File: config.mk
export PLATFORM = sky130hd
export DESIGN_NAME = packbits_encoder_core
export DESIGN_NICKNAME = d
export VERILOG_FILES = /design/src/design/pbenc_pkg.sv /design/src/design/packbits_encoder_core.sv /design/src/design/pbenc_dp.sv /design/src/design/pbenc_pack.sv /design/src/design/pbenc_ctrl.sv
export SDC_FILE = /design/constraint.sdc
export NUM_CORES = 1
export LEC_CHECK = 0
export BUFFER_PORTS_ARGS = -buffer_cell sky130_fd_sc_hd__clkbuf_2
export CORE_MARGIN = 2
export CORE_UTILIZATION = 50
export CTS_BUF_LIST = sky130_fd_sc_hd__clkbuf_8 sky130_fd_sc_hd__clkbuf_16
export DETAILED_ROUTE_END_ITERATION = 16
export PLACE_DENSITY = 0.73
export REMOVE_ABC_BUFFERS = 1
export SLEW_MARGIN = 15
export SYNTH_ARGS = -nofsm -noshare
export SYNTH_HDL_FRONTEND = slang
export SYNTH_HIERARCHICAL = 1
export SYNTH_SLANG_ARGS = --single-unit
export TNS_END_PERCENT = 20
File: constraint.sdc
create_clock -name aclk -period 10.52 [get_ports aclk]
set_input_delay 0.526 -clock aclk [delete_from_list [all_inputs] [get_ports aclk]]
set_output_delay 0.526 -clock aclk [all_outputs]
set_load 0.05 [all_outputs]
File: src/design/pbenc_pkg.sv
package pbenc_pkg;

    // Input beat: one raw byte of the stream
    typedef struct packed {
        logic [7:0] data_byte;
        logic       final_byte;
    } pbenc_in_t;

    // Result beat: packed encoded bytes, first byte in the top lane
    typedef struct packed {
        logic [63:0] out_bytes;
        logic [3:0]  out_count;
        logic        last_of_burst;
    } pbenc_out_t;

    localparam int          WORD_W   = 64;
    localparam logic [7:0]  END_CODE = 8'd128;
    localparam logic [8:0]  RUN_BASE = 9'd257;

    // Source of the byte pushed into the packer
    localparam logic [2:0] SEL_LIT_HDR  = 3'd0;
    localparam logic [2:0] SEL_LIT_DATA = 3'd1;
    localparam logic [2:0] SEL_RUN_HDR  = 3'd2;
    localparam logic [2:0] SEL_RUN_BYTE = 3'd3;
    localparam logic [2:0] SEL_END      = 3'd4;

    typedef struct packed {
        logic       take_in;
        logic       held_load;
        logic       rc_set1;
        logic       rc_set2;
        logic       rc_inc;
        logic       lit_write;
        logic       lit_clear;
        logic       rd_start;
        logic       rd_issue;
        logic       rd_next;
        logic       clear_all;
        logic       push;
        logic [2:0] push_sel;
        logic       close;
    } pbenc_cmd_t;

    typedef struct packed {
        logic fin;
        logic rc_zero;
        logic rc_one;
        logic b_eq_held;
        logic rc_lt_max;
        logic lit_empty;
        logic lit_full_next;
        logic rd_last;
    } pbenc_dp_sts_t;

    typedef struct packed {
        logic push_ready;
        logic close_ready;
    } pbenc_pk_sts_t;

endpackage

File: src/design/packbits_encoder_core.sv
// PackBits run-length encoder.
// Input channel (s_valid/s_ready/s_data): one raw byte per beat; final_byte
// marks the end of a stream, which flushes all pending bytes and appends the
// end code 128. The next beat then starts a new stream.
// Result channel (m_valid/m_ready/m_data): encoded bytes packed OUT_LANES per
// beat, first byte in the top lane, out_count lanes valid, last_of_burst set on
// the final beat caused by one input beat. An input that completes nothing
// yields no result beat.
// One byte is handled at a time, held in a controller loop. A byte that only
// holds, extends a run or adds a literal passes through the idle, main and
// finish states. Emitting a run adds a header push and a byte push; flushing
// a literal block adds a header push, then a literal memory read before each
// pushed byte; the end code adds its push and a close. A result beat is loaded
// into the output register when the next byte is packed or the burst closes.
// Reset (aresetn low, synchronous) empties the run and literal state and the
// output register; no clearing pass is needed. A stalled receiver holds the
// output register; the packer keeps filling its staging word, the controller
// waits to push once both are full and to close while both hold bytes.
module packbits_encoder_core #(
    parameter int MAX_BLOCK = 128,
    parameter int OUT_LANES = 8
) (
    input  logic                  aclk,
    input  logic                  aresetn,
    input  logic                  s_valid,
    output logic                  s_ready,
    input  pbenc_pkg::pbenc_in_t  s_data,
    output logic                  m_valid,
    input  logic                  m_ready,
    output pbenc_pkg::pbenc_out_t m_data
);

    pbenc_pkg::pbenc_cmd_t    cmd;
    pbenc_pkg::pbenc_dp_sts_t dp_sts;
    pbenc_pkg::pbenc_pk_sts_t pk_sts;
    logic [7:0]               push_byte;

    pbenc_ctrl u_ctrl (
        .aclk    (aclk),
        .aresetn (aresetn),
        .s_valid (s_valid),
        .s_ready (s_ready),
        .dp_sts  (dp_sts),
        .pk_sts  (pk_sts),
        .cmd     (cmd)
    );

    pbenc_dp #(
        .MAX_BLOCK (MAX_BLOCK)
    ) u_dp (
        .aclk      (aclk),
        .aresetn   (aresetn),
        .in_data   (s_data),
        .cmd       (cmd),
        .sts       (dp_sts),
        .push_byte (push_byte)
    );

    pbenc_pack #(
        .OUT_LANES (OUT_LANES)
    ) u_pack (
        .aclk      (aclk),
        .aresetn   (aresetn),
        .cmd       (cmd),
        .push_byte (push_byte),
        .sts       (pk_sts),
        .m_valid   (m_valid),
        .m_ready   (m_ready),
        .m_data    (m_data)
    );

endmodule

File: src/design/pbenc_dp.sv
module pbenc_dp #(
    parameter int MAX_BLOCK = 128
) (
    input  logic                   aclk,
    input  logic                   aresetn,
    input  pbenc_pkg::pbenc_in_t   in_data,
    input  pbenc_pkg::pbenc_cmd_t  cmd,
    output pbenc_pkg::pbenc_dp_sts_t sts,
    output logic [7:0]             push_byte
);

    localparam int CNT_W = $clog2(MAX_BLOCK + 1);
    localparam int IDX_W = $clog2(MAX_BLOCK);

    logic [7:0]       lit_mem [MAX_BLOCK];
    logic [7:0]       byte_reg;
    logic             fin_reg;
    logic [7:0]       held_reg, held_next;
    logic [CNT_W-1:0] rc_reg, rc_next;
    logic [CNT_W-1:0] lit_cnt_reg, lit_cnt_next;
    logic [IDX_W-1:0] idx_reg, idx_next;
    logic [7:0]       rd_data_reg;
    logic [CNT_W-1:0] idx_ext;

    always_ff @(posedge aclk) begin
        if (cmd.take_in) begin
            byte_reg <= in_data.data_byte;
            fin_reg  <= in_data.final_byte;
        end
        if (cmd.lit_write) begin
            lit_mem[lit_cnt_reg[IDX_W-1:0]] <= held_reg;
        end
        if (cmd.rd_issue) begin
            rd_data_reg <= lit_mem[idx_reg];
        end
        idx_reg <= idx_next;
    end

    always_comb begin
        held_next = held_reg;
        if (cmd.held_load) held_next = byte_reg;
        if (cmd.clear_all) held_next = 8'd0;

        rc_next = rc_reg;
        if (cmd.rc_set1) rc_next = CNT_W'(1);
        if (cmd.rc_set2) rc_next = CNT_W'(2);
        if (cmd.rc_inc)  rc_next = rc_reg + CNT_W'(1);
        if (cmd.clear_all) rc_next = '0;

        lit_cnt_next = lit_cnt_reg;
        if (cmd.lit_write) lit_cnt_next = lit_cnt_reg + CNT_W'(1);
        if (cmd.lit_clear || cmd.clear_all) lit_cnt_next = '0;

        idx_next = idx_reg;
        if (cmd.rd_start) idx_next = '0;
        if (cmd.rd_next)  idx_next = idx_reg + IDX_W'(1);
    end

    always_ff @(posedge aclk) begin
        if (!aresetn) begin
            held_reg    <= 8'd0;
            rc_reg      <= '0;
            lit_cnt_reg <= '0;
        end else begin
            held_reg    <= held_next;
            rc_reg      <= rc_next;
            lit_cnt_reg <= lit_cnt_next;
        end
    end

    assign idx_ext = CNT_W'(idx_reg);

    always_comb begin
        sts.fin           = fin_reg;
        sts.rc_zero       = (rc_reg == '0);
        sts.rc_one        = (rc_reg == CNT_W'(1));
        sts.b_eq_held     = (byte_reg == held_reg);
        sts.rc_lt_max     = (rc_reg < CNT_W'(MAX_BLOCK));
        sts.lit_empty     = (lit_cnt_reg == '0);
        sts.lit_full_next = (lit_cnt_reg == CNT_W'(MAX_BLOCK - 1));
        sts.rd_last       = ((idx_ext + CNT_W'(1)) == lit_cnt_reg);
    end

    always_comb begin
        case (cmd.push_sel)
            pbenc_pkg::SEL_LIT_HDR:  push_byte = 8'(lit_cnt_reg) - 8'd1;
            pbenc_pkg::SEL_LIT_DATA: push_byte = rd_data_reg;
            pbenc_pkg::SEL_RUN_HDR:  push_byte = 8'(pbenc_pkg::RUN_BASE - 9'(rc_reg));
            pbenc_pkg::SEL_RUN_BYTE: push_byte = held_reg;
            pbenc_pkg::SEL_END:      push_byte = pbenc_pkg::END_CODE;
            default:                 push_byte = 8'd0;
        endcase
    end

endmodule

File: src/design/pbenc_pack.sv
module pbenc_pack #(
    parameter int OUT_LANES = 8
) (
    input  logic                     aclk,
    input  logic                     aresetn,
    input  pbenc_pkg::pbenc_cmd_t    cmd,
    input  logic [7:0]               push_byte,
    output pbenc_pkg::pbenc_pk_sts_t sts,
    output logic                     m_valid,
    input  logic                     m_ready,
    output pbenc_pkg::pbenc_out_t    m_data
);

    localparam int LC_W = $clog2(OUT_LANES + 1);
    localparam int W    = pbenc_pkg::WORD_W;

    logic [W-1:0]          acc_reg, acc_next;
    logic [LC_W-1:0]       acc_cnt_reg, acc_cnt_next;
    logic                  m_valid_reg, m_valid_next;
    pbenc_pkg::pbenc_out_t m_data_reg, m_data_next;
    logic                  out_free;
    logic                  acc_full;
    logic [LC_W-1:0]       lane;

    assign out_free = !m_valid_reg || m_ready;
    assign acc_full = (acc_cnt_reg == LC_W'(OUT_LANES));

    assign sts.push_ready  = !acc_full || out_free;
    assign sts.close_ready = (acc_cnt_reg == '0) || out_free;

    always_comb begin
        acc_next     = acc_reg;
        acc_cnt_next = acc_cnt_reg;
        m_data_next  = m_data_reg;
        m_valid_next = m_valid_reg && !m_ready;
        lane         = acc_full ? '0 : acc_cnt_reg;

        if (cmd.push) begin
            // ship a full word lazily, only once another byte follows it
            if (acc_full) begin
                m_data_next.out_bytes     = acc_reg;
                m_data_next.out_count     = 4'(acc_cnt_reg);
                m_data_next.last_of_burst = 1'b0;
                m_valid_next              = 1'b1;
            end
            if (acc_full || acc_cnt_reg == '0) begin
                acc_next = '0;
            end
            for (int k = 0; k < OUT_LANES; k++) begin
                if (lane == LC_W'(k)) begin
                    acc_next[8*(OUT_LANES-1-k) +: 8] = push_byte;
                end
            end
            acc_cnt_next = lane + LC_W'(1);
        end else if (cmd.close && acc_cnt_reg != '0) begin
            m_data_next.out_bytes     = acc_reg;
            m_data_next.out_count     = 4'(acc_cnt_reg);
            m_data_next.last_of_burst = 1'b1;
            m_valid_next              = 1'b1;
            acc_cnt_next              = '0;
        end
    end

    always_ff @(posedge aclk) begin
        acc_reg    <= acc_next;
        m_data_reg <= m_data_next;
    end

    always_ff @(posedge aclk) begin
        if (!aresetn) begin
            acc_cnt_reg <= '0;
            m_valid_reg <= 1'b0;
        end else begin
            acc_cnt_reg <= acc_cnt_next;
            m_valid_reg <= m_valid_next;
        end
    end

    assign m_valid = m_valid_reg;
    assign m_data  = m_data_reg;

endmodule

File: src/design/pbenc_ctrl.sv
module pbenc_ctrl (
    input  logic                     aclk,
    input  logic                     aresetn,
    input  logic                     s_valid,
    output logic                     s_ready,
    input  pbenc_pkg::pbenc_dp_sts_t dp_sts,
    input  pbenc_pkg::pbenc_pk_sts_t pk_sts,
    output pbenc_pkg::pbenc_cmd_t    cmd
);

    localparam logic [3:0] ST_IDLE  = 4'd0;
    localparam logic [3:0] ST_MAIN  = 4'd1;
    localparam logic [3:0] ST_LHDR  = 4'd2;
    localparam logic [3:0] ST_LRD   = 4'd3;
    localparam logic [3:0] ST_LDAT  = 4'd4;
    localparam logic [3:0] ST_RHDR  = 4'd5;
    localparam logic [3:0] ST_RBYT  = 4'd6;
    localparam logic [3:0] ST_FIN   = 4'd7;
    localparam logic [3:0] ST_END   = 4'd8;
    localparam logic [3:0] ST_CLOSE = 4'd9;

    logic [3:0] state_reg, state_next;
    // 0 while handling the byte itself, 1 while flushing at end of stream
    logic       phase_reg, phase_next;

    always_comb begin
        state_next = state_reg;
        phase_next = phase_reg;
        cmd        = '0;
        s_ready    = 1'b0;

        case (state_reg)
            ST_IDLE: begin
                s_ready = 1'b1;
                if (s_valid) begin
                    cmd.take_in = 1'b1;
                    phase_next  = 1'b0;
                    state_next  = ST_MAIN;
                end
            end
            ST_MAIN: begin
                if (dp_sts.rc_zero) begin
                    cmd.held_load = 1'b1;
                    cmd.rc_set1   = 1'b1;
                    state_next    = ST_FIN;
                end else if (dp_sts.rc_one) begin
                    if (dp_sts.b_eq_held) begin
                        // a run starts: flush any pending literals first
                        cmd.rc_set2 = 1'b1;
                        state_next  = dp_sts.lit_empty ? ST_FIN : ST_LHDR;
                    end else begin
                        cmd.lit_write = 1'b1;
                        cmd.held_load = 1'b1;
                        state_next    = dp_sts.lit_full_next ? ST_LHDR : ST_FIN;
                    end
                end else if (dp_sts.b_eq_held && dp_sts.rc_lt_max) begin
                    cmd.rc_inc = 1'b1;
                    state_next = ST_FIN;
                end else begin
                    state_next = ST_RHDR;
                end
            end
            ST_LHDR: begin
                if (pk_sts.push_ready) begin
                    cmd.push     = 1'b1;
                    cmd.push_sel = pbenc_pkg::SEL_LIT_HDR;
                    cmd.rd_start = 1'b1;
                    state_next   = ST_LRD;
                end
            end
            ST_LRD: begin
                cmd.rd_issue = 1'b1;
                state_next   = ST_LDAT;
            end
            ST_LDAT: begin
                cmd.push_sel = pbenc_pkg::SEL_LIT_DATA;
                if (pk_sts.push_ready) begin
                    cmd.push    = 1'b1;
                    cmd.rd_next = 1'b1;
                    if (dp_sts.rd_last) begin
                        cmd.lit_clear = 1'b1;
                        state_next    = phase_reg ? ST_END : ST_FIN;
                    end else begin
                        state_next = ST_LRD;
                    end
                end
            end
            ST_RHDR: begin
                cmd.push_sel = pbenc_pkg::SEL_RUN_HDR;
                if (pk_sts.push_ready) begin
                    cmd.push   = 1'b1;
                    state_next = ST_RBYT;
                end
            end
            ST_RBYT: begin
                cmd.push_sel = pbenc_pkg::SEL_RUN_BYTE;
                if (pk_sts.push_ready) begin
                    cmd.push = 1'b1;
                    if (phase_reg) begin
                        state_next = ST_END;
                    end else begin
                        // the breaking byte becomes the new held byte
                        cmd.held_load = 1'b1;
                        cmd.rc_set1   = 1'b1;
                        state_next    = ST_FIN;
                    end
                end
            end
            ST_FIN: begin
                if (!dp_sts.fin) begin
                    if (pk_sts.close_ready) begin
                        cmd.close  = 1'b1;
                        state_next = ST_IDLE;
                    end
                end else begin
                    phase_next = 1'b1;
                    if (dp_sts.rc_one) begin
                        cmd.lit_write = 1'b1;
                        state_next    = ST_LHDR;
                    end else begin
                        state_next = ST_RHDR;
                    end
                end
            end
            ST_END: begin
                cmd.push_sel = pbenc_pkg::SEL_END;
                if (pk_sts.push_ready) begin
                    cmd.push   = 1'b1;
                    state_next = ST_CLOSE;
                end
            end
            ST_CLOSE: begin
                if (pk_sts.close_ready) begin
                    cmd.close     = 1'b1;
                    cmd.clear_all = 1'b1;
                    state_next    = ST_IDLE;
                end
            end
            default: begin
                state_next = ST_IDLE;
            end
        endcase
    end

    always_ff @(posedge aclk) begin
        if (!aresetn) begin
            state_reg <= ST_IDLE;
            phase_reg <= 1'b0;
        end else begin
            state_reg <= state_next;
            phase_reg <= phase_next;
        end
    end

endmodule

# Word level (Yosys, flattened, before mapping)
# Memory sizes are Yosys's and may differ from the RTL's. A register that Yosys moved wholly into a read port is not among the register bits.
# Cells that the tools add are included.
totals:
  reg_bits: 183
  ramBits: 1024
  n_memories: 1
op_classes:
  add_sub_neg: 7
  n_lt_le_gt_ge: 1
  eq_ne: 33
  muxes: 79
  bitwise_logic: 1
  reduce_logical: 43
mem_list:
  columns: ["name", "words", "word_bits", "rd", "rd_clocked_by_memory_dff", "wr", "line_no", "text"]
  rows:
  - ["u_dp.lit_mem", 128, 8, 1, 1, 1, "pbenc_dp.sv:15", "logic [7:0] lit_mem [MAX_BLOCK];"]
ops:
  columns: ["cell", "n"]
  rows:
  - ["two-way mux 69 bit", 3]
  - ["two-way mux 8 bit", 11]
  - ["two-way mux 4 bit", 17]
  - ["two-way mux 64 bit", 1]
  - ["case mux 4 bit (10 select lines)", 1]
  - ["case mux 8 bit (5 select lines)", 1]
  - ["equality test 4 x 3 -> 1 bit, second input constant", 8]
  - ["two-way mux 1 bit", 30]
  - ["nonzero test 2 bit", 11]
  - ["case mux 4 bit (5 select lines)", 1]
  - ["AND reduction 2 bit", 9]
  - ["adder 8 x 1 -> 8 bit, second input constant", 2]
  - ["equality test 4 x 2 -> 1 bit, second input constant", 4]
  - ["equality test 8 bit", 2]
  - ["zero test 8 bit", 2]
  - ["two-way mux 7 bit", 2]
  - ["equality test 4 bit, second input constant", 3]
  - ["zero test 4 bit", 3]
  - ["two-way mux 3 bit", 4]
  - ["inequality test 2 bit, second input constant", 6]
  - ["adder 7 x 1 -> 8 bit, second input constant", 1]
  - ["equality test 4 x 1 -> 1 bit, second input constant", 2]
  - ["equality test 8 x 1 -> 1 bit, second input constant", 1]
  - ["equality test 8 x 7 -> 1 bit, second input constant", 1]
  - ["22 further kinds", 38]

# Depth between registers and ports, before layout
# Gate-level depths: netlist of run 1.
depth:
  depth_word: 9
  depth_mapped: 14

# By module
# Netlist of run 1, hierarchy kept.
modules_own_cells:
  columns: ["mod", "n_inst", "cells_each", "area_per_inst_um2", "seq_area_each_um2"]
  rows:
  - ["pbenc_dp", 1, 2369, 42917.4, 31950.6]
  - ["pbenc_pack", 1, 261, 4939.7, 4093.9]
  - ["pbenc_ctrl", 1, 108, 782.0, 100.1]

# Worst setup path after synthesis of run 1
# Ideal clock, no wire load.
synth_timing:
  path_type: "flip-flop to flip-flop"
  startpoint: "register u_pack.acc_cnt_reg[0]"
  endpoint: "register u_pack.m_data_reg, in the netlist u_pack/m_data[0], enable pin"
  setup_time_ns: 0.489
  t_arrival_ns: 4.557
  setup_slack_ns: 5.474
  stages_incl_launch_ff: 10
  n_path_buf: 2
  synth_period_minus_slack_ns: 5.046
  path_cell_list: "dfxtp_1 -> inv_1 -> ha_1 -> nor2b_1 -> buf_2 -> nand3_1 -> clkbuf_1 -> o21a_1 -> nor2_1 -> a211oi_2"
synth_rtl:
  columns: ["element", "line_no", "text"]
  rows:
  - ["from (decl)", "pbenc_pack.sv:18", "logic [LC_W-1:0] acc_cnt_reg, acc_cnt_next;"]
  - ["from (signal assigned)", "pbenc_pack.sv:74", "acc_cnt_reg <= acc_cnt_next;"]
  - ["to (signal assigned)", "pbenc_pack.sv:66", "m_data_reg <= m_data_next;"]
  - ["to (decl)", "pbenc_pack.sv:20", "pbenc_pkg::pbenc_out_t m_data_reg, m_data_next;"]

==> impl_metrics.env, run 1 <==
export IMPL_run_status="finished clean"
export IMPL_syn_cell_area_sq_mm=0.04864
export IMPL_critical_path_endpoint_type="flop"
export IMPL_slew_limit_headroom_pct=21.48
export IMPL_cpPeakStageDelay_ps=980
export IMPL_dp_hpwl_mm=67.24
export IMPL_grt_setup_unrepaired="no"
export IMPL_cts_tree="built"
export IMPL_whs_endpoint="u_pack/m_valid"
export IMPL_depth_of_the_cts_h_tree=3
export IMPL_crit_start="u_dp/idx_reg[1]"
export IMPL_number_of_antenna_diodes=0
export IMPL_prevailing_post_synth_register_cell="edfxtp_1"
export IMPL_synth_top_area_cell="edfxtp_1"
export IMPL_worst_setup_path_type="reg -> reg"
export IMPL_startpoint_type_of_the_worst_setup_path="flop"
export IMPL_starting_density_pct=50.37
export IMPL_syn2layout_area_growth_pct=11.00
export IMPL_netlist_area_leader_share_pct=72.91
export IMPL_ant_nets=0
export IMPL_hold_path_startpoint="m_ready"
export IMPL_mostFrequentLayoutCell="edfxtp_1"
export IMPL_routed_via_count=25562
export IMPL_cts_reportedPaths_clkPinSlew_ps=70
export IMPL_yosysSeqAreaShare_pct=74.31
export IMPL_grt_pass1_wl_mm=165.0
export IMPL_post_synth_main_area_contributors="edfxtp_1, mux4_2, mux2i_1"
export IMPL_pin_count=84
export IMPL_post_synth_edffs=1181
export IMPL_period_minus_slack_ps=5156
export IMPL_leakage_nw=17.87
export IMPL_worstReg2RegEnd="u_dp/rd_data_reg[4]"
export IMPL_finClkSkew_ps=29.37
export IMPL_postSynthAreaPerCell_sq_um=17.76
export IMPL_placeable_core_area_sq_mm=0.09657
export IMPL_worst_r2r_startpoint="u_dp/idx_reg[1]"
export IMPL_clock_path_buffers=3
export IMPL_die_area_sq_mm=0.09979
export IMPL_regToRegSetupSlack_ps=5360
export IMPL_post_synth_inst_count=2738
export IMPL_core_rowCount=114
export IMPL_postSynthRegisterBits=1215
export IMPL_viasPerCell=6.114
export IMPL_finish_net_count=2840
export IMPL_timing_critical_path_cells="buf_4, buf_4, and2_2, buf_4, a22oi_1, a21oi_1, a31oi_1, mux4_2, mux2_2"
export IMPL_routabilityCongestion=0.8745
export IMPL_grt_total_usage_pct=22.28
export IMPL_cap_violations=0
export IMPL_most_frequent_cells_in_the_layout="edfxtp_1, mux2i_1, nor2_1"
export IMPL_grt_pass1_vias=25415
export IMPL_timing_final_setup_violations=0
export IMPL_cp_slowest_cell="buf_4"
export IMPL_hold_path_class="in -> reg"
export IMPL_clock_sink_count=1215
export IMPL_finalHoldViolCount=0
export IMPL_yosysWarningCount=6
export IMPL_port_buffers=83
export IMPL_cts_setup_buffers=0
export IMPL_initial_antenna_violation_count=1
export IMPL_synth_distinct_cells=65
export IMPL_pin_count_of_the_biggest_net_entering_global_routing=133
export IMPL_insertion_delay_ps=690
export IMPL_async_reset_ff_share_pct=0
export IMPL_worst_r2r_cell_count=9
export IMPL_largest_register_ffs=1024
export IMPL_post_route_period_util_pct=49.01
export IMPL_final_max_slew_violation_count=0
export IMPL_grt_overflow_total=0
export IMPL_crit_fanout=73
export IMPL_hold_path_depth=3
export IMPL_final_layout_size_suffix_gt1_share_pct=16.56
export IMPL_power_density_mw_per_mm2=243.2
export IMPL_required_ps=10970
export IMPL_detail_route_drc_violations=0
export IMPL_wirelength_mm=111.3
export IMPL_first_pass_iters=9
export IMPL_dpl_cell_area_sq_mm=0.05017
export IMPL_postLayoutCellArea_sq_mm=0.05399
export IMPL_fp_dieW_um=315.9
export IMPL_final_design_utilization_pct=55.91
export IMPL_cts_root_buffer="clkbuf_16"
export IMPL_initialDrtViolationCount=3128
export IMPL_max_freq_ghz=0.1939
export IMPL_tightestPinTransition_ps=1178
export IMPL_peakVddDrop_mv=0.1558
export IMPL_path_common_cell="buf_4"
export IMPL_routed_wirelength_normalized_by_instance_count_um=26.61
export IMPL_worst_ep_arrival_time_ps=5600
export IMPL_die_h_um=315.9
export IMPL_numCtsBuffers=115
cell usage after synthesis, drive strengths merged, types with 3 or more instances:
cell,number
mux2,8
nor4b,3
a211oi,4
or3,3
ha,13
o31ai,3
a22oi,129
xor2,18
a21boi,3
nor2b,30
o21a,10
and2,42
o21bai,3
xnor2,26
inv,11
mux2i,267
dfxtp,34
nor4,4
nand3,24
a32o,3
nor3b,11
edfxtp,1181
nand2b,76
nor2,171
clkbuf,78
or2,4
a31oi,67
o21ai,9
and3,36
nor3,20
buf,87
nand4,6
nand2,101
o211ai,3
a21oi,80
mux4,150
metrics by stage:
stage	total power [mW]	hold slack, ps	worst slack (ps)	TNS [ps]	cells
6_report	13.13	211.9	5364	0	4181
5_1_grt	13.57	219.3	5175	0	4181
4_1_cts	13.17	178.0	5405	0	4181
3_5_place_dp	9.145	404.5	5422	0	3964
3_3_place_gp	9.068	408.5	5472	0	3964
2_1_floorplan	8.775	400.3	-5375	-124650	2573
timing repair:
action,CTS,global route
endpoints found under the hold margin,9,0
resized for setup,0,0
hold buffers,9,0
where the power goes:
group / leakage [nW] / total (mW) / switching [mW] / internal (mW)
clock: 1.88 / 4.05 / 1.74 / 2.32
combinational: 4.82 / 2.89 / 1.87 / 1.02
sequential: 11.2 / 6.19 / 0.272 / 5.92
total: 17.9 / 13.1 / 3.88 / 9.25
critical path, delay by kind of cell, from the launching register on:
family | cells | cell delay [ps]
buffers and inverters | 3 | 2280
muxes | 2 | 920
and+or+nand+nor | 1 | 650
AOI/OAI and AO/OA | 3 | 630
DFF | 1 | 320
final cells by class:
type | instances | area, sq um
Clock buffer | 116 | 2903
Clock inverter | 92 | 808.3
Fill cell | 7067 | 42580
Inverter | 12 | 45.04
Multi-Input combinational cell | 1346 | 11690
Sequential cell | 1215 | 36170
Tap cell | 1276 | 1597
Timing Repair Buffer | 124 | 770.7
metal layers:
layer  global-route usage (%)  part of all wire, %
met5                        0                    0
met4                    8.617                  3.5
met3                    4.172                  9.5
met2                    36.14                   48
met1                    30.14                   39
worst max path at each step:
stage,to,depth (start not counted)
after floorplan,u_ctrl/state_reg[0],11
after global placement,u_dp/rd_data_reg[6],9
after detailed placement,u_dp/rd_data_reg[5],9
after CTS,u_dp/rd_data_reg[5],9
after global routing,u_dp/rd_data_reg[4],9
final,u_dp/rd_data_reg[4],9
kinds of logic (layout without fill, tap and decap cells):
family                   count (synthesis)  count (layout)  share of synthesized area [%]
adder cells (fa/ha/maj)                 13              13                         0.3344
AO/OA/AOI/OAI                          324             324                          4.432
XOR/XNOR                                44              44                         0.7923
flip-flops                            1215            1215                          74.31
multiplexers                           425             425                          12.63
buffers and inverters                  177             344                          1.832
AND/OR/NAND/NOR                        540             540                          5.672
Power figures use the tool's default switching activity.
==> run 2: changes to the inputs <==
clock period = 5 ns   (was 10.52 ns; I/O delays follow)
==> impl_metrics.env, run 2 (synthesis results as in run 1) <==
export IMPL_run_status="finished clean"
export IMPL_final_max_slew_violation_count=0
export IMPL_finalWorstSetupSlack_ps=616.3
export IMPL_syn2layout_area_growth_pct=11.68
export IMPL_crit_fanout=23
export IMPL_max_freq_ghz=0.2281
export IMPL_grt_total_usage_pct=21.52
export IMPL_worst_setup_path_type="reg -> reg"
export IMPL_largest_register_ffs=1024
export IMPL_clock_path_buffers=3
export IMPL_pin_count_of_the_biggest_net_entering_global_routing=132
export IMPL_timing_final_setup_violations=0
export IMPL_placeable_core_area_sq_mm=0.09657
export IMPL_critical_path_endpoint_type="flop"
export IMPL_routabilityCongestion=0.8608
export IMPL_grt_pass1_vias=25317
export IMPL_startpoint_type_of_the_worst_setup_path="flop"
export IMPL_dp_hpwl_mm=64.71
export IMPL_peakVddDrop_mv=0.4804
export IMPL_starting_density_pct=50.37
export IMPL_route_met3_wl_mm=9.201
export IMPL_met1Wirelength_mm=42.38
export IMPL_clock_sink_count=1215
export IMPL_detailroute_wirelength_met2_mm=53.06
export IMPL_cts_tree="built"
export IMPL_ff_latch_area_sq_mm=0.03617
export IMPL_initial_antenna_violation_count=2
export IMPL_worst_r2r_cell_count=8
export IMPL_period_minus_slack_ps=4384
export IMPL_final_layout_size_suffix_gt1_share_pct=17.05
export IMPL_depth_of_the_cts_h_tree=3
export IMPL_hold_path_class="in -> reg"
export IMPL_topRoutingLayerUsed="met5"
export IMPL_port_buffers=83
export IMPL_whs_endpoint="u_dp/byte_reg[5]"
export IMPL_pin_count=84
export IMPL_nFillCells=7024
export IMPL_die_area_sq_mm=0.09979
export IMPL_tightestPinTransition_ps=1206
export IMPL_first_pass_iters=6
export IMPL_grt_setup_unrepaired="no"
export IMPL_grt_overflow_total=0
export IMPL_leakage_nw=18.04
export IMPL_post_route_period_util_pct=87.67
export IMPL_regToRegSetupSlack_ps=620
export IMPL_area_of_the_multi_input_gates_sq_mm=0.01166
export IMPL_number_of_antenna_diodes=0
export IMPL_cts_reportedPaths_clkPinSlew_ps=60
export IMPL_cts_root_buffer="clkbuf_16"
export IMPL_most_frequent_cells_in_the_layout="edfxtp_1, mux2i_1, nor2_1"
export IMPL_initialDrtViolationCount=3061
export IMPL_hold_path_startpoint="s_valid"
export IMPL_insertion_delay_ps=720
export IMPL_required_ps=5320
export IMPL_detail_route_drc_violations=0
export IMPL_routed_via_count=25519
export IMPL_grt_pass1_wl_mm=160.9
export IMPL_fin_worst_hold_slack_ps=169.6
export IMPL_slew_limit_headroom_pct=19.57
export IMPL_ant_nets=0
export IMPL_cap_violations=0
export IMPL_post_cts_resized=0
export IMPL_die_h_um=315.9
export IMPL_worst_r2r_startpoint="u_ctrl/state_reg[0]"
export IMPL_pre_cts_slack_ps=789.2
export IMPL_fp_dieW_um=315.9
export IMPL_routed_wirelength_normalized_by_instance_count_um=25.61
export IMPL_core_rowCount=114
export IMPL_worst_ep_arrival_time_ps=4710
export IMPL_worstReg2RegEnd="u_dp/lit_mem[70][4]"
export IMPL_finClkSkew_ps=31.81
export IMPL_crit_start="u_ctrl/state_reg[0]"
export IMPL_numCtsBuffers=118
export IMPL_wirelength_mm=107.9
export IMPL_power_density_mw_per_mm2=511.8
export IMPL_hold_path_depth=2
export IMPL_viasPerCell=6.056
export IMPL_finalHoldViolCount=0
export IMPL_mostFrequentLayoutCell="edfxtp_1"
export IMPL_finish_net_count=2868
-- run 2: cell types whose count changed in the layout (fill, tap and decap cells not counted), sizes merged --
cell,before,now
clkinvlp,5,9
buf,32,54
clkbuf,199,202
clkinv,55,58
dlygate4sd3,9,12
bufinv,13,11
-- run 2: per-stage QoR --
| step | TNS (ps) | cells | util [%] | power [mW] | area (sq um) |
|---|---|---|---|---|---|
| floorplan | -285410 | 2573 | - | 17.60 | 47790 |
| global placement | 0 | 3986 | 52.16 | 19.13 | 50370 |
| detailed placement | 0 | 3986 | 52.18 | 19.32 | 50390 |
| CTS | 0 | 4214 | 56.25 | 27.90 | 54310 |
| global route | 0 | 4214 | 56.25 | 28.73 | 54320 |
| finish | 0 | 4214 | 56.25 | 27.80 | 54320 |
-- run 2: repair_timing --
action	in CTS	in global routing
setup buffers	0	0
hold endpoints to repair	14	0
hold buffers	12	0
-- run 2: power breakdown --
part / internal [mW] / leakage (nW) / switching [mW]
registers: 12.4 / 11.2 / 0.284
logic: 2.20 / 4.97 / 4.23
clock network: 4.90 / 1.91 / 3.74
-- run 2: layer usage --
metal / up-vias / GRT usage [%]
met4: 4 / 6.484
met1: 13114 / 29.27
met2: 1159 / 35.61
met3: 202 / 3.988
li1: 11040 / -
met5: - / 0
-- run 2: worst max-delay path, stage by stage (launching register included) --
cell and delay, ps:
dfxtp_1 850, nor4b_2 500, nor2b_1 260, a32o_1 190, buf_4 220, nor2b_1 240, nand3_1 640, buf_4 480
nor2_1 590
-- run 2: layout make-up --
cell class	count	share of cell area (%)
inverters	12	0.08292
clock inverters	97	1.520
multi-input cells	1346	21.46
clock buffers	119	5.482
flip-flops and latches	1215	66.60
well taps	1276	2.939
repair buffers	149	1.916
-- run 2: how the worst max path moves through the flow --
stage / slack [ps] / to / depth (start not counted)
5_1_grt: 460 / u_dp/lit_mem[70][3] / 8
3_3_place_gp: 960 / u_dp/lit_mem[70][1] / 10
2_1_floorplan: -10890 / u_ctrl/state_reg[0] / 11
4_1_cts: 760 / u_dp/lit_mem[70][4] / 8
3_5_place_dp: 790 / u_dp/lit_mem[46][5] / 8
6_report: 620 / u_dp/lit_mem[70][4] / 8
